## src/rtl/ftach_pkg.sv

```systemverilog
// ftach_pkg: shared constants, register indexes and types for the fan tachometer.
// No dependencies; imported by every module of the block.
package ftach_pkg;

  localparam int CHANNELS           = 4;
  localparam int PULSES_PER_MEASURE = 4;

  localparam int CH_W    = 2;
  localparam int TIME_W  = 32;
  localparam int RPM_W   = 16;
  localparam int SEL_W   = 3;
  localparam int SP_W    = 11;
  localparam int DB_W    = 10;
  localparam int SCALE_W = 20;
  localparam int NUM_SP  = 4;
  localparam int CNT_W   = $clog2(PULSES_PER_MEASURE + 1);
  localparam int CFG_W   = 3;

  localparam logic [DB_W-1:0]    DEADBAND_RST = DB_W'(150);
  localparam logic [SCALE_W-1:0] SCALE_RST    = SCALE_W'(120000);
  localparam logic [RPM_W-1:0]   RPM_MAX      = '1;

  // configuration register indexes
  localparam logic [CFG_W-1:0] REG_SEL   = 3'd0;
  localparam logic [CFG_W-1:0] REG_SP0   = 3'd1;
  localparam logic [CFG_W-1:0] REG_SP1   = 3'd2;
  localparam logic [CFG_W-1:0] REG_SP2   = 3'd3;
  localparam logic [CFG_W-1:0] REG_SP3   = 3'd4;
  localparam logic [CFG_W-1:0] REG_DB    = 3'd5;
  localparam logic [CFG_W-1:0] REG_SCALE = 3'd6;

  typedef enum logic [1:0] {
    ST_IDLE,
    ST_DIV,
    ST_OUT
  } seq_state_t;

  typedef struct packed {
    logic busy;
    logic done;
  } div_stat_t;

endpackage

```

## src/rtl/ftach_div.sv

```systemverilog
// ftach_div: restoring divider, one quotient bit per cycle (rpm_scale / interval).
// Depends on ftach_pkg.
module ftach_div
  import ftach_pkg::*;
(
  input  logic               clk,
  input  logic               rst_n,
  input  logic               start,
  input  logic [SCALE_W-1:0] dividend,
  input  logic [TIME_W-1:0]  divisor,
  output div_stat_t          stat,
  output logic [SCALE_W-1:0] quotient
);

  localparam int STEP_W = $clog2(SCALE_W);

  logic [SCALE_W-1:0] dvd_r, dvd_nxt;
  logic [TIME_W-1:0]  rem_r, rem_nxt;
  logic [TIME_W-1:0]  dvs_r;
  logic [STEP_W-1:0]  step_r, step_nxt;
  logic               busy_r, busy_nxt;
  logic               done_r, done_nxt;
  logic [TIME_W:0]    trial;
  logic               qbit;

  assign trial = {rem_r, dvd_r[SCALE_W-1]};
  assign qbit  = trial >= {1'b0, dvs_r};

  always_comb begin
    dvd_nxt  = dvd_r;
    rem_nxt  = rem_r;
    step_nxt = step_r;
    busy_nxt = busy_r;
    done_nxt = 1'b0;
    if (start) begin
      dvd_nxt  = dividend;
      rem_nxt  = '0;
      step_nxt = STEP_W'(SCALE_W - 1);
      busy_nxt = 1'b1;
    end else if (busy_r) begin
      dvd_nxt = {dvd_r[SCALE_W-2:0], qbit};
      rem_nxt = qbit ? TIME_W'(trial - {1'b0, dvs_r}) : trial[TIME_W-1:0];
      if (step_r == '0) begin
        busy_nxt = 1'b0;
        done_nxt = 1'b1;
      end else begin
        step_nxt = step_r - 1'b1;
      end
    end
  end

  always_ff @(posedge clk) begin
    if (!rst_n) begin
      busy_r <= 1'b0;
      done_r <= 1'b0;
    end else begin
      busy_r <= busy_nxt;
      done_r <= done_nxt;
    end
  end

  always_ff @(posedge clk) begin
    dvd_r  <= dvd_nxt;
    rem_r  <= rem_nxt;
    step_r <= step_nxt;
    if (start) begin
      dvs_r <= divisor;
    end
  end

  assign stat.busy = busy_r;
  assign stat.done = done_r;
  assign quotient  = dvd_r;

endmodule

```

## src/rtl/fan_tach_rpm_with_deadband.sv

```systemverilog
// fan_tach_rpm_with_deadband: top level, four-channel tachometer with display deadband.
// Depends on ftach_pkg and ftach_div.
//
// Each input transaction is one tach edge on a channel, stamped with a millisecond
// time. A channel's PULSES_PER_MEASURE-th edge ends a measurement: the time since that
// channel's previous measurement (modulo 2^32) divides rpm_scale, the quotient
// saturates at 65535, and one output transaction is produced. A zero interval keeps
// the old rpm and flags zero_interval. For the selected channel the shown speed is
// refreshed: the setpoint when |rpm - setpoint| < deadband and the setpoint was not
// changed recently, the raw rpm otherwise. Edges that do not complete a measurement
// produce nothing. A measurement is accepted, divided in the bit-serial divider (one
// quotient bit of the 20-bit scale per cycle), its rpm written back and the output
// register loaded; a zero interval skips the divider. After acceptance in_stall is
// high until the output register is loaded. The result sits in an output register,
// so the next edge can be taken while it waits for the consumer. The user must write
// configuration via cfg_we/cfg_index/cfg_wdata while idle; the block does not check.
module fan_tach_rpm_with_deadband
  import ftach_pkg::*;
(
  input  logic               clk,
  input  logic               rst_n,
  // configuration
  input  logic               cfg_we,
  input  logic [CFG_W-1:0]   cfg_index,
  input  logic [SCALE_W-1:0] cfg_wdata,
  // tach edges
  input  logic               in_valid,
  output logic               in_stall,
  input  logic [CH_W-1:0]    in_channel,
  input  logic [TIME_W-1:0]  in_now_ms,
  input  logic               in_setpoint_recent,
  // measurements
  output logic               out_valid,
  input  logic               out_stall,
  output logic [CH_W-1:0]    out_channel,
  output logic [RPM_W-1:0]   out_measured_rpm,
  output logic               out_zero_interval,
  output logic               out_shown_updated,
  output logic [RPM_W-1:0]   out_shown_speed
);

  // configuration registers
  logic [SEL_W-1:0]   sel_r;
  logic [SP_W-1:0]    setpoint_r [NUM_SP];
  logic [DB_W-1:0]    deadband_r;
  logic [SCALE_W-1:0] scale_r;

  // per-channel state
  logic [CNT_W-1:0]  pulse_cnt_r [CHANNELS];
  logic [TIME_W-1:0] last_time_r [CHANNELS];
  logic [RPM_W-1:0]  last_rpm_r  [CHANNELS];
  logic [RPM_W-1:0]  shown_r;

  // sequencer
  seq_state_t      state_r, state_nxt;
  logic [CH_W-1:0] ch_r;
  logic            recent_r;
  logic            zero_r;

  // output register
  logic             out_valid_r;
  logic [CH_W-1:0]  out_channel_r;
  logic [RPM_W-1:0] out_rpm_r;
  logic             out_zero_r;
  logic             out_upd_r;
  logic [RPM_W-1:0] out_shown_r;

  // datapath
  logic               in_acc;
  logic [CNT_W-1:0]   cnt_inc;
  logic               ch_ok;
  logic               meas_hit;
  logic [TIME_W-1:0]  interval;
  logic               interval_zero;
  logic               div_start;
  logic               load_out;
  div_stat_t          div_stat;
  logic [SCALE_W-1:0] quot;
  logic [RPM_W-1:0]   quot_sat;
  logic [RPM_W-1:0]   rpm_cur;
  logic [RPM_W-1:0]   sp_cur;
  logic [RPM_W-1:0]   diff;
  logic               selected;
  logic [RPM_W-1:0]   shown_new;

  assign in_acc        = in_valid && !in_stall;
  assign ch_ok         = 32'(in_channel) < CHANNELS;
  assign cnt_inc       = pulse_cnt_r[in_channel] + 1'b1;
  assign meas_hit      = ch_ok && (cnt_inc >= CNT_W'(PULSES_PER_MEASURE));
  assign interval      = in_now_ms - last_time_r[in_channel];
  assign interval_zero = interval == '0;

  ftach_div u_div (
    .clk      (clk),
    .rst_n    (rst_n),
    .start    (div_start),
    .dividend (scale_r),
    .divisor  (interval),
    .stat     (div_stat),
    .quotient (quot)
  );

  assign quot_sat = (quot > SCALE_W'(RPM_MAX)) ? RPM_MAX : quot[RPM_W-1:0];

  // shown-speed decision, valid while in ST_OUT
  assign rpm_cur = last_rpm_r[ch_r];
  assign sp_cur  = RPM_W'(setpoint_r[ch_r]);
  assign diff    = (rpm_cur > sp_cur) ? (rpm_cur - sp_cur) : (sp_cur - rpm_cur);

  // selector 0 and 1 both pick channel 0; codes past the last channel pick none
  always_comb begin
    if (sel_r <= SEL_W'(1)) begin
      selected = ch_r == '0;
    end else if (sel_r <= SEL_W'(NUM_SP)) begin
      selected = SEL_W'(ch_r) == (sel_r - 1'b1);
    end else begin
      selected = 1'b0;
    end
  end

  assign shown_new = selected ? ((!recent_r && (diff < RPM_W'(deadband_r))) ? sp_cur : rpm_cur)
                              : shown_r;

  // next state
  always_comb begin
    state_nxt = state_r;
    unique case (state_r)
      ST_IDLE: begin
        if (in_acc && meas_hit) begin
          state_nxt = interval_zero ? ST_OUT : ST_DIV;
        end
      end
      ST_DIV: begin
        if (div_stat.done) begin
          state_nxt = ST_OUT;
        end
      end
      ST_OUT: begin
        if (load_out) begin
          state_nxt = ST_IDLE;
        end
      end
      default: state_nxt = ST_IDLE;
    endcase
  end

  // sequencer outputs; in ST_IDLE the input is never stalled, so valid means accepted
  always_comb begin
    in_stall  = 1'b1;
    div_start = 1'b0;
    load_out  = 1'b0;
    unique case (state_r)
      ST_IDLE: begin
        in_stall  = 1'b0;
        div_start = in_valid && meas_hit && !interval_zero;
      end
      ST_DIV: begin
        in_stall = 1'b1;
      end
      ST_OUT: begin
        load_out = !out_valid_r || !out_stall;
      end
      default: in_stall = 1'b1;
    endcase
  end

  // control and architectural state
  always_ff @(posedge clk) begin
    if (!rst_n) begin
      state_r     <= ST_IDLE;
      out_valid_r <= 1'b0;
      sel_r       <= '0;
      deadband_r  <= DEADBAND_RST;
      scale_r     <= SCALE_RST;
      shown_r     <= '0;
      for (int i = 0; i < NUM_SP; i++) begin
        setpoint_r[i] <= '0;
      end
      for (int i = 0; i < CHANNELS; i++) begin
        pulse_cnt_r[i] <= '0;
        last_time_r[i] <= '0;
        last_rpm_r[i]  <= '0;
      end
    end else begin
      state_r <= state_nxt;

      if (load_out) begin
        out_valid_r <= 1'b1;
      end else if (!out_stall) begin
        out_valid_r <= 1'b0;
      end

      if (cfg_we) begin
        unique case (cfg_index)
          REG_SEL:   sel_r         <= cfg_wdata[SEL_W-1:0];
          REG_SP0:   setpoint_r[0] <= cfg_wdata[SP_W-1:0];
          REG_SP1:   setpoint_r[1] <= cfg_wdata[SP_W-1:0];
          REG_SP2:   setpoint_r[2] <= cfg_wdata[SP_W-1:0];
          REG_SP3:   setpoint_r[3] <= cfg_wdata[SP_W-1:0];
          REG_DB:    deadband_r    <= cfg_wdata[DB_W-1:0];
          REG_SCALE: scale_r       <= cfg_wdata;
          default: ;
        endcase
      end

      if (in_acc && ch_ok) begin
        pulse_cnt_r[in_channel] <= meas_hit ? '0 : cnt_inc;
        if (meas_hit) begin
          last_time_r[in_channel] <= in_now_ms;
        end
      end

      if (state_r == ST_DIV && div_stat.done) begin
        last_rpm_r[ch_r] <= quot_sat;
      end

      if (load_out) begin
        shown_r <= shown_new;
      end
    end
  end

  // transaction payload, no reset needed
  always_ff @(posedge clk) begin
    if (in_acc && meas_hit) begin
      ch_r     <= in_channel;
      recent_r <= in_setpoint_recent;
      zero_r   <= interval_zero;
    end
    if (load_out) begin
      out_channel_r <= ch_r;
      out_rpm_r     <= rpm_cur;
      out_zero_r    <= zero_r;
      out_upd_r     <= selected;
      out_shown_r   <= shown_new;
    end
  end

  assign out_valid         = out_valid_r;
  assign out_channel       = out_channel_r;
  assign out_measured_rpm  = out_rpm_r;
  assign out_zero_interval = out_zero_r;
  assign out_shown_updated = out_upd_r;
  assign out_shown_speed   = out_shown_r;

endmodule

```

## config.mk

```make
export PLATFORM = sky130hd
export DESIGN_NAME = fan_tach_rpm_with_deadband
export DESIGN_NICKNAME = d
export VERILOG_FILES = /design/src/rtl/ftach_pkg.sv /design/src/rtl/ftach_div.sv /design/src/rtl/fan_tach_rpm_with_deadband.sv
export SDC_FILE = /design/constraint.sdc
export NUM_CORES = 1
export LEC_CHECK = 0
export BUFFER_PORTS_ARGS = -buffer_cell sky130_fd_sc_hd__buf_2
export CAP_MARGIN = 30
export CORE_AREA = 2 2 242 172
export CTS_BUF_LIST = sky130_fd_sc_hd__clkbuf_4
export CTS_CLUSTER_SIZE = 25
export DETAILED_ROUTE_END_ITERATION = 10
export DIE_AREA = 0 0 244 174
export PLACE_DENSITY = 0.88
export SKIP_LAST_GASP = 1
export SLEW_MARGIN = 15
export SYNTH_ARGS = -nofsm -noshare
export SYNTH_HDL_FRONTEND = slang
export SYNTH_SLANG_ARGS = --single-unit
```

## constraint.sdc

```tcl
create_clock -name clk -period 6.3 [get_ports clk]
set_clock_uncertainty 0.1 [all_clocks]
set_input_delay 0.945 -clock clk [delete_from_list [all_inputs] [get_ports clk]]
set_output_delay 0.945 -clock clk [all_outputs]
set_load 0.005 [all_outputs]
```

Word level (Yosys, flattened, before mapping)
Memory sizes are Yosys's and may differ from the RTL's. A register that Yosys moved wholly into a read port is not among the register bits.
Index checks and enable logic that the tools add are counted.

word-level totals
  bits in writable memories = 248
  register bits after elaboration = 183
  input bits = 63
  logic and storage cells = 150
  memories kept = 4

operators by class
  magnitude comparators = 7
  mux-type cells = 66
  bitwise operators = 7
  reduce and logical (&&, ||, !) cells = 26
  add/sub/neg operators = 7
  equal/unequal tests = 13

memories
  name         words  width  rd ports  clocked after memory_dff  wr ports  RTL line                          RTL
  last_time_r  4      32     1         0                         4         fan_tach_rpm_with_deadband.sv:50  logic [TIME_W-1:0] last_time_r [CHANNELS];
  last_rpm_r   4      16     1         1                         4         fan_tach_rpm_with_deadband.sv:51  logic [RPM_W-1:0] last_rpm_r [CHANNELS];
  setpoint_r   4      11     1         1                         4         fan_tach_rpm_with_deadband.sv:44  logic [SP_W-1:0] setpoint_r [NUM_SP];
  pulse_cnt_r  4      3      1         0                         4         fan_tach_rpm_with_deadband.sv:49  logic [CNT_W-1:0] pulse_cnt_r [CHANNELS];

operator list
  kind                                                                      number
  16-bit 2-to-1 mux                                                         5
  32-bit 2-to-1 mux                                                         2
  32-bit subtractor                                                         2
  11-bit 2-to-1 mux                                                         4
  1-bit 2-to-1 mux                                                          41
  20-bit 2-to-1 mux                                                         2
  33-bit by 32-bit >= comparator with 1-bit output                          1
  32-bit logical NOT                                                        1
  32-bit OR reduction                                                       1
  20-bit by 16-bit > comparator with 1-bit output (second input constant)   1
  2-bit 2-to-1 mux                                                          9
  16-bit by 11-bit > comparator with 1-bit output                           1
  16-bit by 10-bit < comparator with 1-bit output                           1
  16-bit OR reduction                                                       1
  11-bit by 16-bit subtractor with 16-bit output                            1
  16-bit by 11-bit subtractor with 16-bit output                            1
  3-bit == test (second input constant)                                     3
  2-bit AND reduction                                                       4
  3-bit by 2-bit == test with 1-bit output (second input constant)          2
  1-bit logical AND                                                         6
  3-bit 2-to-1 mux                                                          2
  2-bit by 1-bit inequality test with 1-bit output (second input constant)  3
  2-bit case mux with 3 select lines                                        1
  3-bit OR reduction                                                        2
  other kinds (20)                                                          29

Depth between registers and ports, before layout
An unclocked memory read counts as a cell.

  word-level depth = 9
  mapped depth = 27
  mapped depth without buffers = 23

Hierarchy
Synthesis repeated with hierarchy kept, for this count alone.

unflattened totals
  cells, all modules = 2124
  area, all modules = 23197.2 um^2

by module, submodules not included
  module                      cells an instance  sequential area each (um^2)  times used  area each (um^2)
  fan_tach_rpm_with_deadband  1593               9729.3                       1           17849.6
  ftach_div                   531                2342.2                       1           5347.6

Worst setup path after synthesis
Ideal clock, no wire load.

  path type = in2reg
  start = input port in_channel[0]
  end = register u_div.dvd_r[0] (netlist: u_div.quotient[0]) (enable)
  arrival time = 6.069 ns
  path buffers = 3
  required time = 5.775 ns
  stages on the path = 15
  setup slack = -0.294 ns
  library setup time = 0.425 ns
  path through = clkbuf_1 -> buf_1 -> mux4_2 -> inv_1 -> ha_1 -> clkbuf_1 -> a21oi_1 -> o211a_1 -> nor2_1 -> or4b_2 -> a31oi_1 -> o21ai_0 -> xnor2_1 -> nor4_4 -> o21ai_0

between the ends
  cells in the longest elaborated chain, start to end = 7
  elaborated cells on any way between the ends = 11

ends and longest elaborated chain
  what                                 RTL line                           RTL
  start, declared                      fan_tach_rpm_with_deadband.sv:29   input logic [CH_W-1:0] in_channel,
  memory read 4 x 32 bit               --
  32-bit subtractor                    fan_tach_rpm_with_deadband.sv:90   assign interval = in_now_ms - last_time_r[in_channel];
  named net interval[25]               fan_tach_rpm_with_deadband.sv:73   logic [TIME_W-1:0] interval;
  32-bit logical NOT                   fan_tach_rpm_with_deadband.sv:91   assign interval_zero = interval == '0;
  1-bit logical NOT                    fan_tach_rpm_with_deadband.sv:155  div_start = in_valid && meas_hit && !interval_zero;
  1-bit logical AND                    fan_tach_rpm_with_deadband.sv:155
  1-bit 2-to-1 mux                     fan_tach_rpm_with_deadband.sv:152  unique case (state_r)
  2-bit nonzero test (no source line)  --
  end signal, assigned                 ftach_div.sv:63                    dvd_r <= dvd_nxt;
  end, declared                        ftach_div.sv:17                    logic [SCALE_W-1:0] dvd_r, dvd_nxt;

The timed path passes the listed nets, and every way through them passes these cells.
A chain may end at the register's enable or synchronous reset.

==> flow_metrics.py <==
metrics = {
    "status": {
        "status": "completed",
    },
    "clocking": {
        "root_buffer": "clkbuf_4",
        "cts_buffer_depth": 3,
        "numCtsBuffers": 103,
        "clk_pin_slew_ps": 70,
        "h-tree-depth": 3,
        "clock_latency_ps": 860,
        "cts_tree": "yes",
        "clkSinkCount": 433,
    },
    "route": {
        "num_vias": 17460,
        "routedWlPerCell_um": 20.5,
        "via_per_inst": 6.05,
        "drt_iter0_drc": 2002,
        "drt_pass1_iterations": 7,
        "drt_wl_total_um": 59000,
        "antenna_left": 0,
        "drc": 0,
    },
    "sta": {
        "drv_slew": 0,
        "min_period_ps": 5960,
        "hold_slack_ps": 184,
        "fmax_ghz": 0.168,
        "setup_tns_ps": 0,
        "finalSetupViolations": 0,
        "finalHoldViolCount": 0,
        "tightestPinTransition_ps": 1040,
        "rsz0062_at_grt": "false",
        "post-route-period-util_pct": 94.5,
        "slew_headroom_pct": 30.5,
    },
    "die": {
        "die_w_um": 244,
        "design.core.area_um2": 40400,
        "num_rows": 62,
        "io_pins": 101,
        "fp.dieArea_um2": 42500,
        "die_h_um": 174,
        "initial_core_util_pct": 57.0,
    },
    "final_layout": {
        "nets": 2417,
        "area_delta_synth_final_pct": 11.7,
        "layout-drive-gt1-share_pct": 19.1,
    },
    "grt": {
        "grt_usage_pct": 27.2,
        "grt-ovfl-total": 0,
        "grt_pass1_wl_um": 90400,
        "first_global_vias": 16837,
        "grt_max_degree": 70,
        "antenna_found_initial": 1,
    },
    "synthesis": {
        "synth_ff_type": "edfxtp_1",
        "synth_cells": 2104,
        "syn_area_um2": 23000,
        "yosysUniqueCellTypes": 84,
        "synth_xor_area_share_pct": 2.24,
        "synth_area_per_cell_um2": 10.9,
        "synthAdderAreaFrac_pct": 5.73,
        "ys_ff_latch": 433,
        "synth_edf_count": 340,
        "async_flop_share_pct": 0,
        "synth_seq_area_share_pct": 52.4,
        "yosys_warnings": 0,
        "synthMuxAreaShare_pct": 9.30,
        "synth_compound_gate_area_share_pct": 12.5,
        "synth_top_family_by_area": "simple AND/OR/NAND/NOR gates",
        "synth_simple_gate_area_share_pct": 12.9,
    },
    "critical_path": {
        "arrival_ps": 6400,
        "start_kind": "register",
        "setup.worst_path.end_class": "register",
        "r2r_slack_ps": 340,
        "crit_type": "register to register",
        "crit_fanout": 14,
        "cp_data_required_time_ps": 6750,
    },
    "flow_run": {
        "drv_cap": 0,
    },
    "power_and_ir_drop": {
        "ir_drop_mv": 0.298,
        "p_leak_nw": 10.5,
        "p_per_area_nw_per_um2": 346,
    },
    "min_path": {
        "worstHoldStart": "in_setpoint_recent",
        "hold_class": "input pin to register",
    },
    "placement": {
        "place_hpwl_um": 41300,
        "globalplace.congestion": 0.957,
        "port_buffers": 100,
    },
}
-- flip-flops by register name, summed over array words and instances, names as in the netlist, named ones only --
name,cells
last_rpm_r,64
shown_r,16
u_div.step_r,5
deadband_r,10
pulse_cnt_r,12
out_channel,2
last_time_r,128
out_measured_rpm,16
u_div.quotient,20
u_div.dvs_r,32
zero_r,1
u_div.busy_r,1
scale_r,20
ch_r,2
out_shown_speed,16
out_zero_interval,1
out_valid,1
setpoint_r,44
u_div.rem_r,32
sel_r,3
recent_r,1
out_shown_updated,1
u_div.done_r,1
state_r,2
-- kinds of logic (layout without fill, tap and decap cells) --
kind of cell / after synthesis / count (layout)
fa+ha+maj: 103 / 103
xor+xnor: 59 / 59
mux: 126 / 126
compound gates: 440 / 440
other cells: 1 / 5
flops: 433 / 433
simple gates: 654 / 654
buf+inv: 288 / 520
-- cells in the final DEF, fill, tap and decap left out, types with 40 or more instances in the layout --
cell / count
a21o_1: 40
a21oi_1: 138
and2_1: 51
buf_2: 100
clkbuf_4: 155
dfxtp_1: 91
edfxtp_1: 340
ha_1: 99
inv_1: 185
mux4_2: 62
nand2_1: 166
nor2_1: 273
o21ai_0: 82
-- through the flow --
stage | total power [mW] | worst slack, ps | cell area (µm²) | instances | utilization (%)
2_1_floorplan | 5.70 | 186 | 23000 | 2107 | -
3_3_place_gp | 6.28 | 196 | 24100 | 2680 | 59.7
3_5_place_dp | 6.37 | 107 | 24200 | 2681 | 59.8
4_1_cts | 8.82 | 283 | 25600 | 2874 | 63.3
5_1_grt | 9.35 | 30.7 | 25700 | 2884 | 63.6
6_report | 8.89 | 345 | 25700 | 2884 | 63.6
-- timing repair --
item	in CTS	in global routing
gates resized for setup	0	2
endpoints found under the setup margin	0	10
setup buffers	0	2
hold buffers	0	0
hold endpoints to repair	0	0
-- metal layers --
metal  wire length [µm]  part of all wire [%]  track usage, %  vias to the layer above
met4               1690                   2.9            9.40                        0
met2              26400                    45            41.2                     1033
met3               7010                    12            7.87                      151
met1              24000                    41            37.8                     8324
met5                  0                     0               0                        -
li1                   -                     -               -                     7952
-- final cells by class --
cell class	count	area, µm²
sequential	433	12100
inverter	185	694
timing repair buffer	142	900
fill	2971	14700
antenna	1	2.50
clock buffer	155	1160
tap	544	681
clock inverter	38	260
multi-input combinational	1386	9930
-- worst paths after layout --
check                            end  cells past startpoint
hold reg to reg           shown_r[3]                      2
setup reg to reg  out_shown_speed[0]                     26
hold / removal              recent_r                      1
setup / recovery  out_shown_speed[0]                     26
-- worst max-delay path: stages (launching register included) --
cell       delay (ps)
dfxtp_2           420
buf_12            200
mux4_2            630
inv_1             100
ha_1              170
inv_1              60
fa_1              400
a21o_1            190
a21oi_2           190
o21ai_1           140
a31oi_1           300
o21a_1            160
o21ai_1           160
buf_4             230
mux2i_1           180
xnor2_1           150
ha_1              250
o21a_1            100
o21ai_0           150
a21oi_1            90
nor3_1            190
o21ai_0           160
o211ai_1          180
o2111ai_2         150
buf_4             240
mux2i_1           240
a21oi_1           120
-- cell usage after synthesis (8+ instances only) --
library cell,count,area (µm²)
nor2_1,274,1030
o21bai_1,10,75.1
xor2_1,25,219
a211oi_1,30,225
nand4_1,13,81.3
and3_1,12,75.1
ha_1,99,1240
and2_1,51,319
mux2i_1,37,370
mux4_2,62,1400
edfxtp_1,340,10200
a211oi_2,10,125
nand3_1,29,145
mux2_4,19,285
o21a_1,16,120
clkbuf_1,85,319
o21ai_0,91,455
o31ai_1,9,67.6
nor4_1,13,81.3
nand2b_1,15,93.8
nor2b_1,14,87.6
nor3_1,29,145
nand2_1,166,623
a21o_1,40,300
buf_1,8,30.0
dfxtp_1,93,1860
xnor2_1,34,298
a21oi_1,140,701
o211ai_1,12,90.1
mux2_2,8,90.1
inv_1,185,694
-- power breakdown --
group          total (mW)  internal, mW  switching (mW)
Combinational        2.88          1.16            1.72
Clock                2.47          1.26            1.20
Sequential           3.55          3.38           0.167
Total                8.89          5.80            3.09
No activity file was read; power rests on OpenSTA's default activity.
